<file path="src/hw/rtl/acp_pkg.sv">
// package with types and constants of the text console parser
package acp_pkg;

    localparam int SCREEN_COLS = 80;
    localparam int SCREEN_ROWS = 25;
    localparam int SEQ_MAX     = 32;

    localparam int ROW_W = 5;
    localparam int COL_W = 7;
    localparam int SEQ_W = 6;
    localparam int PAR_W = 6;

    localparam logic [ROW_W-1:0] ROWS_END = ROW_W'(SCREEN_ROWS);
    localparam logic [ROW_W-1:0] LAST_ROW = ROW_W'(SCREEN_ROWS - 1);
    localparam logic [COL_W-1:0] COLS_END = COL_W'(SCREEN_COLS);
    localparam logic [SEQ_W-1:0] SEQ_LIMIT = SEQ_W'(SEQ_MAX - 1);

    localparam int QUEUE_DEPTH = 4;
    localparam int QPTR_W      = 2;
    localparam int QCNT_W      = 3;

    localparam logic [7:0] CHAR_TAB      = 8'h09;
    localparam logic [7:0] CHAR_LF       = 8'h0A;
    localparam logic [7:0] CHAR_CR       = 8'h0D;
    localparam logic [7:0] CHAR_ESC      = 8'h1B;
    localparam logic [7:0] CHAR_SPACE    = 8'h20;
    localparam logic [7:0] CHAR_PLUS     = 8'h2B;
    localparam logic [7:0] CHAR_MINUS    = 8'h2D;
    localparam logic [7:0] CHAR_ZERO     = 8'h30;
    localparam logic [7:0] CHAR_NINE     = 8'h39;
    localparam logic [7:0] CHAR_SEMI     = 8'h3B;
    localparam logic [7:0] CHAR_LBRACKET = 8'h5B;
    localparam logic [7:0] CHAR_K        = 8'h4B;
    localparam logic [7:0] CHAR_M        = 8'h6D;
    localparam logic [7:0] FINAL_LO      = 8'h40;
    localparam logic [7:0] FINAL_HI      = 8'h7E;

    localparam logic [7:0] COLOR_RESET = 8'h07;

    localparam logic [PAR_W-1:0] SGR_BOLD   = 6'd1;
    localparam logic [PAR_W-1:0] SGR_NORMAL = 6'd22;
    localparam logic [PAR_W-1:0] SGR_FG_LO  = 6'd30;
    localparam logic [PAR_W-1:0] SGR_FG_HI  = 6'd37;
    localparam logic [PAR_W-1:0] SGR_BG_LO  = 6'd40;
    localparam logic [PAR_W-1:0] SGR_BG_HI  = 6'd47;
    localparam logic [PAR_W-1:0] PARAM_SAT  = 6'd63;

    typedef enum logic [1:0] {
        KIND_WRITE,
        KIND_CLEAR,
        KIND_SCROLL
    } kind_t;

    typedef enum logic [1:0] {
        PH_BLANKS,
        PH_DIGITS,
        PH_DONE
    } phase_t;

    typedef struct packed {
        kind_t            kind;
        logic [ROW_W-1:0] row;
        logic [COL_W-1:0] column;
        logic [7:0]       glyph;
        logic [7:0]       color;
        logic             last;
    } cmd_t;

endpackage

</file>
<file path="src/hw/rtl/ansi_text_console_parser.sv">
// top level of the ansi text console parser
// Takes one byte per cycle while in_ready is high. Each accepted byte lands in an input register
// and is decoded from there, once the queue has room, into zero, one or two screen commands, which
// go into a four-entry output queue and show on the outputs from its registers. A
// byte is decoded only while the queue has room for two commands, so input stalls only when
// the consumer leaves more than two commands waiting; a plain byte other than LF arriving with the
// cursor below the screen yields a scroll command followed by a write command.
module ansi_text_console_parser
(
    input  logic       clk,
    input  logic       rst_n,
    input  logic       in_valid,
    output logic       in_ready,
    input  logic [7:0] byte_in,
    output logic       out_valid,
    input  logic       out_ready,
    output logic [1:0] command_kind,
    output logic [4:0] row,
    output logic [6:0] column,
    output logic [7:0] glyph,
    output logic [7:0] color,
    output logic       last
);
    import acp_pkg::*;

    logic       in_valid_reg, in_valid_next;
    logic [7:0] byte_reg;
    logic       proc_fire;
    logic       has_room;
    logic       not_empty;
    logic [1:0] cmd_count;
    logic [1:0] push_count;
    cmd_t       cmd0;
    cmd_t       cmd1;
    cmd_t       head;

    assign proc_fire     = in_valid_reg && has_room;
    assign in_ready      = !in_valid_reg || proc_fire;
    assign in_valid_next = in_ready ? in_valid : in_valid_reg;
    assign push_count    = proc_fire ? cmd_count : 2'd0;

    always_ff @(posedge clk or negedge rst_n)
    begin
        if (!rst_n)
        begin
            in_valid_reg <= 1'b0;
        end
        else
        begin
            in_valid_reg <= in_valid_next;
        end
    end

    always_ff @(posedge clk)
    begin
        if (in_valid && in_ready)
        begin
            byte_reg <= byte_in;
        end
    end

    acp_core u_core
    (
        .clk       (clk),
        .rst_n     (rst_n),
        .fire      (proc_fire),
        .data      (byte_reg),
        .cmd0      (cmd0),
        .cmd1      (cmd1),
        .cmd_count (cmd_count)
    );

    acp_out_queue u_queue
    (
        .clk        (clk),
        .rst_n      (rst_n),
        .push_count (push_count),
        .cmd0       (cmd0),
        .cmd1       (cmd1),
        .pop        (out_valid && out_ready),
        .head       (head),
        .not_empty  (not_empty),
        .has_room   (has_room)
    );

    assign out_valid    = not_empty;
    assign command_kind = head.kind;
    assign row          = head.row;
    assign column       = head.column;
    assign glyph        = head.glyph;
    assign color        = head.color;
    assign last         = head.last;

endmodule

</file>
<file path="src/hw/rtl/acp_core.sv">
// cursor, color and escape sequence state, one input byte per cycle while fire is high
module acp_core
(
    input  logic          clk,
    input  logic          rst_n,
    input  logic          fire,
    input  logic [7:0]    data,
    output acp_pkg::cmd_t cmd0,
    output acp_pkg::cmd_t cmd1,
    output logic [1:0]    cmd_count
);
    import acp_pkg::*;

    logic [ROW_W-1:0] cursor_row_reg, cursor_row_next;
    logic [COL_W-1:0] cursor_col_reg, cursor_col_next;
    logic [7:0]       text_color_reg, text_color_next;
    logic [SEQ_W-1:0] seq_length_reg, seq_length_next;
    logic [7:0]       shadow_color_reg, shadow_color_next;
    logic [PAR_W-1:0] param_value_reg, param_value_next;
    phase_t           param_phase_reg, param_phase_next;
    logic             param_negative_reg, param_negative_next;

    // vga palette order
    function automatic logic [2:0] palette(input logic [2:0] idx);
        logic [2:0] res;
        case (idx)
            3'd0: res = 3'd0;
            3'd1: res = 3'd4;
            3'd2: res = 3'd2;
            3'd3: res = 3'd6;
            3'd4: res = 3'd1;
            3'd5: res = 3'd5;
            3'd6: res = 3'd3;
            default: res = 3'd7;
        endcase
        return res;
    endfunction

    function automatic logic [7:0] sgr_apply(input logic [7:0] c,
                                             input logic [PAR_W-1:0] v,
                                             input logic neg);
        logic [3:0]       fg;
        logic [3:0]       bg;
        logic [PAR_W-1:0] off_fg;
        logic [PAR_W-1:0] off_bg;
        fg     = c[3:0];
        bg     = c[7:4];
        off_fg = v - SGR_FG_LO;
        off_bg = v - SGR_BG_LO;
        if (!neg)
        begin
            if (v >= SGR_FG_LO && v <= SGR_FG_HI)
            begin
                fg = {fg[3], palette(off_fg[2:0])};
            end
            else if (v >= SGR_BG_LO && v <= SGR_BG_HI)
            begin
                bg = {1'b0, palette(off_bg[2:0])};
            end
            else if (v == SGR_BOLD)
            begin
                fg[3] = 1'b1;
            end
            else if (v == SGR_NORMAL)
            begin
                fg[3] = 1'b0;
            end
        end
        return {bg, fg};
    endfunction

    logic             is_blank;
    logic             is_digit;
    logic             is_final;
    logic [9:0]       acc;
    logic [ROW_W-1:0] row_v;
    logic [COL_W-1:0] col_v;
    logic             scrolled;
    cmd_t             scroll_cmd;
    cmd_t             write_cmd;

    assign is_blank = (data == CHAR_SPACE) || (data >= CHAR_TAB && data <= CHAR_CR);
    assign is_digit = (data >= CHAR_ZERO) && (data <= CHAR_NINE);
    assign is_final = (data >= FINAL_LO) && (data <= FINAL_HI);
    assign acc      = {4'b0, param_value_reg} * 10'd10 + {6'b0, data[3:0]};

    always_comb
    begin
        cursor_row_next     = cursor_row_reg;
        cursor_col_next     = cursor_col_reg;
        text_color_next     = text_color_reg;
        seq_length_next     = seq_length_reg;
        shadow_color_next   = shadow_color_reg;
        param_value_next    = param_value_reg;
        param_phase_next    = param_phase_reg;
        param_negative_next = param_negative_reg;
        cmd0                = '0;
        cmd1                = '0;
        cmd_count           = 2'd0;
        row_v               = cursor_row_reg;
        col_v               = cursor_col_reg;
        scrolled            = 1'b0;
        scroll_cmd          = '{KIND_SCROLL, LAST_ROW, '0, CHAR_SPACE, text_color_reg, 1'b0};
        write_cmd           = '0;

        if (!fire)
        begin
            cmd_count = 2'd0;
        end
        else if (data == CHAR_ESC)
        begin
            seq_length_next = SEQ_W'(1);
        end
        else if (seq_length_reg != '0)
        begin
            if (seq_length_reg == SEQ_W'(1))
            begin
                if (data == CHAR_LBRACKET)
                begin
                    seq_length_next     = SEQ_W'(2);
                    shadow_color_next   = text_color_reg;
                    param_value_next    = '0;
                    param_phase_next    = PH_BLANKS;
                    param_negative_next = 1'b0;
                end
                else
                begin
                    seq_length_next = '0;
                end
            end
            else if (is_final)
            begin
                seq_length_next = '0;
                if (data == CHAR_K)
                begin
                    if (cursor_row_reg != ROWS_END)
                    begin
                        cmd0 = '{KIND_CLEAR, cursor_row_reg, cursor_col_reg, CHAR_SPACE,
                                 text_color_reg, 1'b1};
                        cmd_count       = 2'd1;
                        cursor_row_next = cursor_row_reg + ROW_W'(1);
                        cursor_col_next = '0;
                    end
                end
                else if (data == CHAR_M)
                begin
                    shadow_color_next = sgr_apply(shadow_color_reg, param_value_reg,
                                                  param_negative_reg);
                    text_color_next   = shadow_color_next;
                end
            end
            else if (seq_length_reg >= SEQ_LIMIT)
            begin
                seq_length_next = '0;
            end
            else
            begin
                seq_length_next = seq_length_reg + SEQ_W'(1);
                if (data == CHAR_SEMI)
                begin
                    shadow_color_next   = sgr_apply(shadow_color_reg, param_value_reg,
                                                    param_negative_reg);
                    param_value_next    = '0;
                    param_phase_next    = PH_BLANKS;
                    param_negative_next = 1'b0;
                end
                else if (param_phase_reg == PH_BLANKS && is_blank)
                begin
                    param_phase_next = PH_BLANKS;
                end
                else if (param_phase_reg == PH_BLANKS &&
                         (data == CHAR_PLUS || data == CHAR_MINUS))
                begin
                    param_negative_next = (data == CHAR_MINUS);
                    param_phase_next    = PH_DIGITS;
                end
                else if (param_phase_reg == PH_BLANKS || param_phase_reg == PH_DIGITS)
                begin
                    if (is_digit)
                    begin
                        param_phase_next = PH_DIGITS;
                        param_value_next = (acc > 10'(PARAM_SAT)) ? PARAM_SAT : acc[PAR_W-1:0];
                    end
                    else
                    begin
                        param_phase_next = PH_DONE;
                    end
                end
            end
        end
        else
        begin
            // lazy scroll when the cursor sits below the screen
            if (cursor_row_reg >= ROWS_END)
            begin
                scrolled = 1'b1;
                row_v    = LAST_ROW;
                col_v    = '0;
            end
            write_cmd = '{KIND_WRITE, row_v, col_v, data, text_color_reg, 1'b1};
            if (data == CHAR_LF)
            begin
                col_v = '0;
                row_v = row_v + ROW_W'(1);
            end
            else
            begin
                col_v = col_v + COL_W'(1);
                if (col_v >= COLS_END)
                begin
                    col_v = '0;
                    row_v = row_v + ROW_W'(1);
                end
            end
            cursor_row_next = row_v;
            cursor_col_next = col_v;

            if (scrolled && data != CHAR_LF)
            begin
                cmd0      = scroll_cmd;
                cmd1      = write_cmd;
                cmd_count = 2'd2;
            end
            else if (scrolled)
            begin
                cmd0      = scroll_cmd;
                cmd0.last = 1'b1;
                cmd_count = 2'd1;
            end
            else if (data != CHAR_LF)
            begin
                cmd0      = write_cmd;
                cmd_count = 2'd1;
            end
        end
    end

    always_ff @(posedge clk or negedge rst_n)
    begin
        if (!rst_n)
        begin
            cursor_row_reg     <= '0;
            cursor_col_reg     <= '0;
            text_color_reg     <= COLOR_RESET;
            seq_length_reg     <= '0;
            shadow_color_reg   <= COLOR_RESET;
            param_value_reg    <= '0;
            param_phase_reg    <= PH_BLANKS;
            param_negative_reg <= 1'b0;
        end
        else
        begin
            cursor_row_reg     <= cursor_row_next;
            cursor_col_reg     <= cursor_col_next;
            text_color_reg     <= text_color_next;
            seq_length_reg     <= seq_length_next;
            shadow_color_reg   <= shadow_color_next;
            param_value_reg    <= param_value_next;
            param_phase_reg    <= param_phase_next;
            param_negative_reg <= param_negative_next;
        end
    end

endmodule

</file>
<file path="src/hw/rtl/acp_out_queue.sv">
// four-entry command queue that takes up to two commands a cycle
module acp_out_queue
(
    input  logic          clk,
    input  logic          rst_n,
    input  logic [1:0]    push_count,
    input  acp_pkg::cmd_t cmd0,
    input  acp_pkg::cmd_t cmd1,
    input  logic          pop,
    output acp_pkg::cmd_t head,
    output logic          not_empty,
    output logic          has_room
);
    import acp_pkg::*;

    cmd_t              entry_reg [QUEUE_DEPTH];
    logic [QPTR_W-1:0] wr_ptr_reg, wr_ptr_next;
    logic [QPTR_W-1:0] rd_ptr_reg, rd_ptr_next;
    logic [QCNT_W-1:0] count_reg, count_next;
    logic [QPTR_W-1:0] wr_ptr_plus;

    assign wr_ptr_plus = wr_ptr_reg + QPTR_W'(1);
    assign head        = entry_reg[rd_ptr_reg];
    assign not_empty   = (count_reg != '0);
    // room for a two-command request
    assign has_room    = (count_reg <= QCNT_W'(QUEUE_DEPTH - 2));

    always_comb
    begin
        wr_ptr_next = wr_ptr_reg + QPTR_W'(push_count);
        rd_ptr_next = rd_ptr_reg + QPTR_W'(pop);
        count_next  = count_reg + QCNT_W'(push_count) - QCNT_W'(pop);
    end

    always_ff @(posedge clk)
    begin
        if (push_count != 2'd0)
        begin
            entry_reg[wr_ptr_reg] <= cmd0;
        end
        if (push_count == 2'd2)
        begin
            entry_reg[wr_ptr_plus] <= cmd1;
        end
    end

    always_ff @(posedge clk or negedge rst_n)
    begin
        if (!rst_n)
        begin
            wr_ptr_reg <= '0;
            rd_ptr_reg <= '0;
            count_reg  <= '0;
        end
        else
        begin
            wr_ptr_reg <= wr_ptr_next;
            rd_ptr_reg <= rd_ptr_next;
            count_reg  <= count_next;
        end
    end

endmodule

</file>
<file path="config.mk">
export PLATFORM = sky130hd
export DESIGN_NAME = ansi_text_console_parser
export DESIGN_NICKNAME = d
export VERILOG_FILES = /design/src/hw/rtl/acp_pkg.sv /design/src/hw/rtl/ansi_text_console_parser.sv /design/src/hw/rtl/acp_core.sv /design/src/hw/rtl/acp_out_queue.sv
export SDC_FILE = /design/constraint.sdc
export NUM_CORES = 1
export LEC_CHECK = 0
export BUFFER_PORTS_ARGS = -buffer_cell sky130_fd_sc_hd__buf_2
export CAP_MARGIN = 20
export CORE_MARGIN = 3
export CORE_UTILIZATION = 40
export DETAILED_ROUTE_END_ITERATION = 10
export PLACE_DENSITY_LB_ADDON = 0.3
export SLEW_MARGIN = 20
export SYNTH_ARGS = -nofsm -noshare
export SYNTH_HDL_FRONTEND = slang
export SYNTH_SLANG_ARGS = --single-unit
</file>
<file path="constraint.sdc">
create_clock -name clk -period 11.79 [get_ports clk]
set_clock_uncertainty 0.1 [all_clocks]
set_input_delay 1.179 -clock clk [delete_from_list [all_inputs] [get_ports clk]]
set_output_delay 1.179 -clock clk [all_outputs]
set_load 0.005 [all_outputs]
</file>
==> Word-level counts from Yosys, hierarchy flattened <==
Memory sizes are Yosys's and may differ from the RTL's.
Index checks and enable logic that the tools add are counted.
{ "word_totals": {"mem_count": 1, "reg_bits": 59, "output_inout_bits": 33, "ramBits": 124, "in_bits": 12, "word_cells": 224} }
{ "memory_table": {"columns": ["name", "words", "word_bits", "rd", "rd_ports_with_merged_regs", "write_ports", "line", "rtl"], "rows": [
  ["u_queue.entry_reg", 4, 31, 1, 0, 2, "acp_out_queue.sv:16", "cmd_t entry_reg [QUEUE_DEPTH];"]
]} }
{ "op_classes": {"mux": 104, "n_lt_le_gt_ge": 15, "eq_ne": 40, "addsub": 12, "bitwise_logic": 3, "reduce_logical": 35, "mul": 1} }
{ "ops": {"columns": ["operator", "count"], "rows": [
  ["$mux W31", 11],
  ["$mux W6", 15],
  ["$mux W7", 11],
  ["$mux W29", 2],
  ["$mux W8", 7],
  ["$mux W5", 11],
  ["$pmux W3 S7", 2],
  ["$mux W2", 18],
  ["$eq A8 B6 Y1 const B", 4],
  ["$mux W30", 1],
  ["$eq A8 B7 Y1 const B", 3],
  ["$mux W1", 21],
  ["$eq A3 B3 Y1 const B", 6],
  ["$mux W4", 4],
  ["$reduce_and A8 Y1", 2],
  ["$reduce_bool A3 Y1", 5],
  ["$reduce_and A7 Y1", 2],
  ["$eq A3 B2 Y1 const B", 4],
  ["$eq A6 B1 Y1 const B", 2],
  ["$ge A6 B5 Y1 const B", 2],
  ["$le A6 B6 Y1 const B", 2],
  ["$logic_and A1 B1 Y1", 11],
  ["$add A10 B4 Y10", 1],
  ["$add A5 B1 Y5 const B", 2],
  ["45 further kinds", 61]
]} }

==> Depth between registers and ports, before layout <==
{ "logic_depth": {"word_depth": 13, "depth_mapped": 16, "mapped_depth_nobuf": 15} }

==> Hierarchy <==
Synthesis repeated with hierarchy kept, for this count alone.
{ "unflattened": {"hier_cells": 799, "hier_area_um2": 10595.2} }
{ "modules_own_cells": {"columns": ["module", "instances", "area_per_inst_um2", "cells_per_inst", "seq_area_each_um2"], "rows": [
  ["acp_out_queue", 1, 6565.0, 337, 3898.7],
  ["acp_core", 1, 3711.1, 446, 1083.5],
  ["ansi_text_console_parser", 1, 319.1, 16, 265.3]
]} }

==> Worst setup path before layout <==
No wires, ideal clock.
{ "synth_timing": {"kind": "register -> register", "startpoint": "register u_core.cursor_row_reg[1]", "endpoint": "memory u_queue.entry_reg[2][0] (netlist bit) (enable)", "n_path_buf": 1, "period_less_slack_ps": 3690, "required_ps": 11304, "setup_slack_ps": 8100, "setup_time_ps": 386, "arrival_time_ps": 3203, "path_stages_with_launch": 12, "path_cell_list": "dfrtp_1 -> inv_1 -> ha_1 -> nor4_1 -> or2_1 -> buf_2 -> clkinv_1 -> ha_1 -> nor2_1 -> or4_4 -> o22a_1 -> nand2_1"} }
{ "synth_lines": {"columns": ["element", "line", "rtl"], "rows": [
  ["start: declaration", "acp_core.sv:14", "logic [ROW_W-1:0] cursor_row_reg, cursor_row_next;"],
  ["start signal: assignment", "acp_core.sv:253", "cursor_row_reg <= cursor_row_next;"],
  ["end: declaration", "acp_out_queue.sv:16", null]
]} }

==> flow_summary.toml <==
[sta]
setup_viol = 0
hold_violations = 0
max_slew_margin = 0.359
max_freq_mhz = 229
period_minus_slack_ps = 4370
min_period_over_period = 0.370
tightest_slew_ps = 961
drv_slew = 0
rsz0062_at_grt = "no"
tns_ps = 0
timing.final.ws_setup_ps = 7420

[critical_path]
cp_cell_sequence = "ha_1, nor4_1, or2_1, clkinv_1, ha_1, nor2_1, or4_4, o22a_1, nand2_1, buf_4"
end_kind = "flop"
arrival_ps = 4390
cp_slowest_cell = "nand2_1"
crit-reg2reg-launch = "u_core.cursor_row_reg[0]"
start_kind = "flop"
cpPeakStageDelay_ps = 530
crit_top_cell = "ha_1"
path_class = "flop to flop"
worstPathRequired_ps = 11810
r2r_setup_slack_ps = 7420
reg2reg_to = "u_queue.entry_reg[2][28]"
cp_max_fo = 15
r2r_cells = 10

[pwr]
vdd_drop_max_uv = 109
p_leak_nw = 3.85
p_per_area_nw_per_um2 = 219
finalPower_mw = 2.36

[placed_design]
pre_cts_slack_ps = 7460
gp_congestion = 0.958
portBuffers = 44
post-dp-hpwl_um = 15600
dp.cells = 1150

[synthesis]
yosys.area_share.simple = 0.178
synthAdderAreaFrac = 0.0386
synth_compound_area_frac = 0.130
ys_seq_area_frac = 0.535
yosys_most_used_dff = "edfxtp_1"
synth_xor_area_frac = 0.00907
synth_cells = 821
ys_ff_latch = 183
synth_top_family_by_area = "simple AND/OR/NAND/NOR gates"
synth_area_sq_um = 9660
synth_cell_type_count = 86
syn-num-nets = 861
synth_edf_count = 124
yosysWarningCount = 0
synth.avg_cell_area_sq_um = 11.8
ys_async_sr_fraction = 0.279
synthMuxAreaShare = 0.0808

[clocking]
cts_hold_buf = 0
root_buffer = "clkbuf_16"
numCtsBuffers = 17
cts_tree = "built"
htree_levels = 4
cts_setup_buffers = 0
cts.sinks = 183
path_clk_slew_ps = 70
clk_path_buf_depth = 2
clock_latency_ps = 430
post_cts_resized = 0

[finish]
largest_reg_flops = 124
finalNonFillerCells = 1182
utilization = 0.455
n_antenna_cell = 0
drive_gt1_frac = 0.173
syn_to_final_growth_pct = 11.1
nNetsFinal = 890

[min_path]
worst_hold_path.endpoint = "u_queue.entry_reg[0][30]"
holdPathStages = 2
hp-start = "u_queue.entry_reg[0][30]"
hold_path_class = "flop to flop"

[die]
die_area_sq_um = 26100
start_util = 0.409
die_height_um = 161
die_x_um = 161
ios = 45
coreArea_sq_um = 23600
num_rows = 56

[drt]
avgViaCountPerCell = 5.68
final_antenna_net_count = 0
num_vias = 6708
wl_per_cell_um = 19.1
drt_wl_total_um = 22600
drtIter0Drc = 700
drt_pass1_iterations = 5
drc = 0

[grt]
grt_pass1_wl_um = 36900
antenna_found_initial = 0
grt_start_max_net_pins = 52
grt_pass1_vias = 6513
grt_overflow = 0
grt_usage = 0.178

[run_status]
status = "finished, final reports clean"

[run]
maxCapViolations = 0
==> critical path: cells and delay by family (launching register included) <==
family | cells | cell delay [ps]
flip-flops | 1 | 510
AND/OR/NAND/NOR | 5 | 1680
adder cells (fa/ha/maj) | 2 | 710
buffers and inverters | 2 | 710
AO/OA/AOI/OAI | 1 | 330
==> final cells by class <==
class / count / area, sq um
multi-input cells: 569 / 4220
repair buffers: 52 / 280
clock inverters: 15 / 136
fillers: 2164 / 12900
well taps: 319 / 399
flip-flops and latches: 183 / 5170
clock buffers: 17 / 425
inverters: 27 / 101
==> layer usage <==
metal | vias to the layer above | track usage | part of all wire
li1 | 3157 | - | -
met1 | 3293 | 0.268 | 0.48
met2 | 234 | 0.271 | 0.45
met3 | 24 | 0.0305 | 0.057
met4 | 0 | 0.0434 | 0.013
met5 | - | 0 | 0
==> placed cells by master (no fill, tap or decap), types with 25 or more instances in the layout <==
cell      count
nand2_1      65
o21ai_0      66
a21oi_1      31
ha_1         25
and2_1       52
dfrtp_1      44
edfxtp_1    124
buf_2        44
nor2_1       34
mux4_2       31
inv_1        25
nor2b_1      59
==> kinds of logic after synthesis <==
kind of cell | count (synthesis)
compound gates | 189
xor+xnor | 10
fa+ha+maj | 28
buf+inv | 69
flops | 183
mux | 39
simple gates | 303
==> synthesized netlist by cell type, types with 4 or more instances <==
master,n,share of area
a21oi_1,31,0.016
a2bb2oi_1,6,0.0054
a31oi_1,6,0.0039
a32oi_1,4,0.0036
and2_1,52,0.034
and3_1,5,0.0032
and4_1,4,0.0036
buf_2,8,0.0041
clkbuf_1,30,0.012
dfrtp_1,45,0.12
dfstp_2,6,0.016
dfxtp_1,8,0.017
edfxtp_1,124,0.39
ha_1,25,0.032
inv_1,25,0.0097
mux2i_1,6,0.0062
mux4_2,31,0.072
nand2_1,65,0.025
nand2b_1,9,0.0058
nand3_1,24,0.012
nand4_1,4,0.0026
nor2_1,34,0.013
nor2b_1,59,0.038
nor3_1,13,0.0067
nor4_1,5,0.0032
o211ai_1,4,0.0031
o21ai_0,66,0.034
o22ai_1,11,0.0071
o31a_1,7,0.0063
o31ai_1,8,0.0062
or3_1,7,0.0045
xnor2_1,4,0.0036
xor2_1,6,0.0054
==> per-stage QoR <==
stage          hold slack [ps]  cell area (sq um)
2_1_floorplan              338               9660
3_3_place_gp               354              10200
3_5_place_dp               365              10200
4_1_cts                    381              10700
5_1_grt                    402              10700
6_report                   383              10700
==> where the power goes <==
part / leakage, nW / switching (mW) / total [mW] / internal, mW
clock: 0.270 / 0.267 / 0.545 / 0.279
combinational: 1.72 / 0.522 / 0.893 / 0.370
sequential: 1.86 / 0.123 / 0.917 / 0.795
==> worst max path at each step <==
stage                                          end  slack [ps]                startpoint
after floorplan            u_queue.entry_reg[2][0]        8100  u_core.cursor_row_reg[1]
after global placement    u_queue.entry_reg[2][25]        7610  u_core.cursor_row_reg[0]
after detailed placement  u_queue.entry_reg[2][21]        7460  u_core.cursor_row_reg[0]
after CTS                 u_queue.entry_reg[2][25]        7430  u_core.cursor_row_reg[0]
after global routing      u_queue.entry_reg[2][21]        7090  u_core.cursor_row_reg[0]
final                     u_queue.entry_reg[2][28]        7420  u_core.cursor_row_reg[0]
Note: power is estimated with default switching activity, not from simulation.
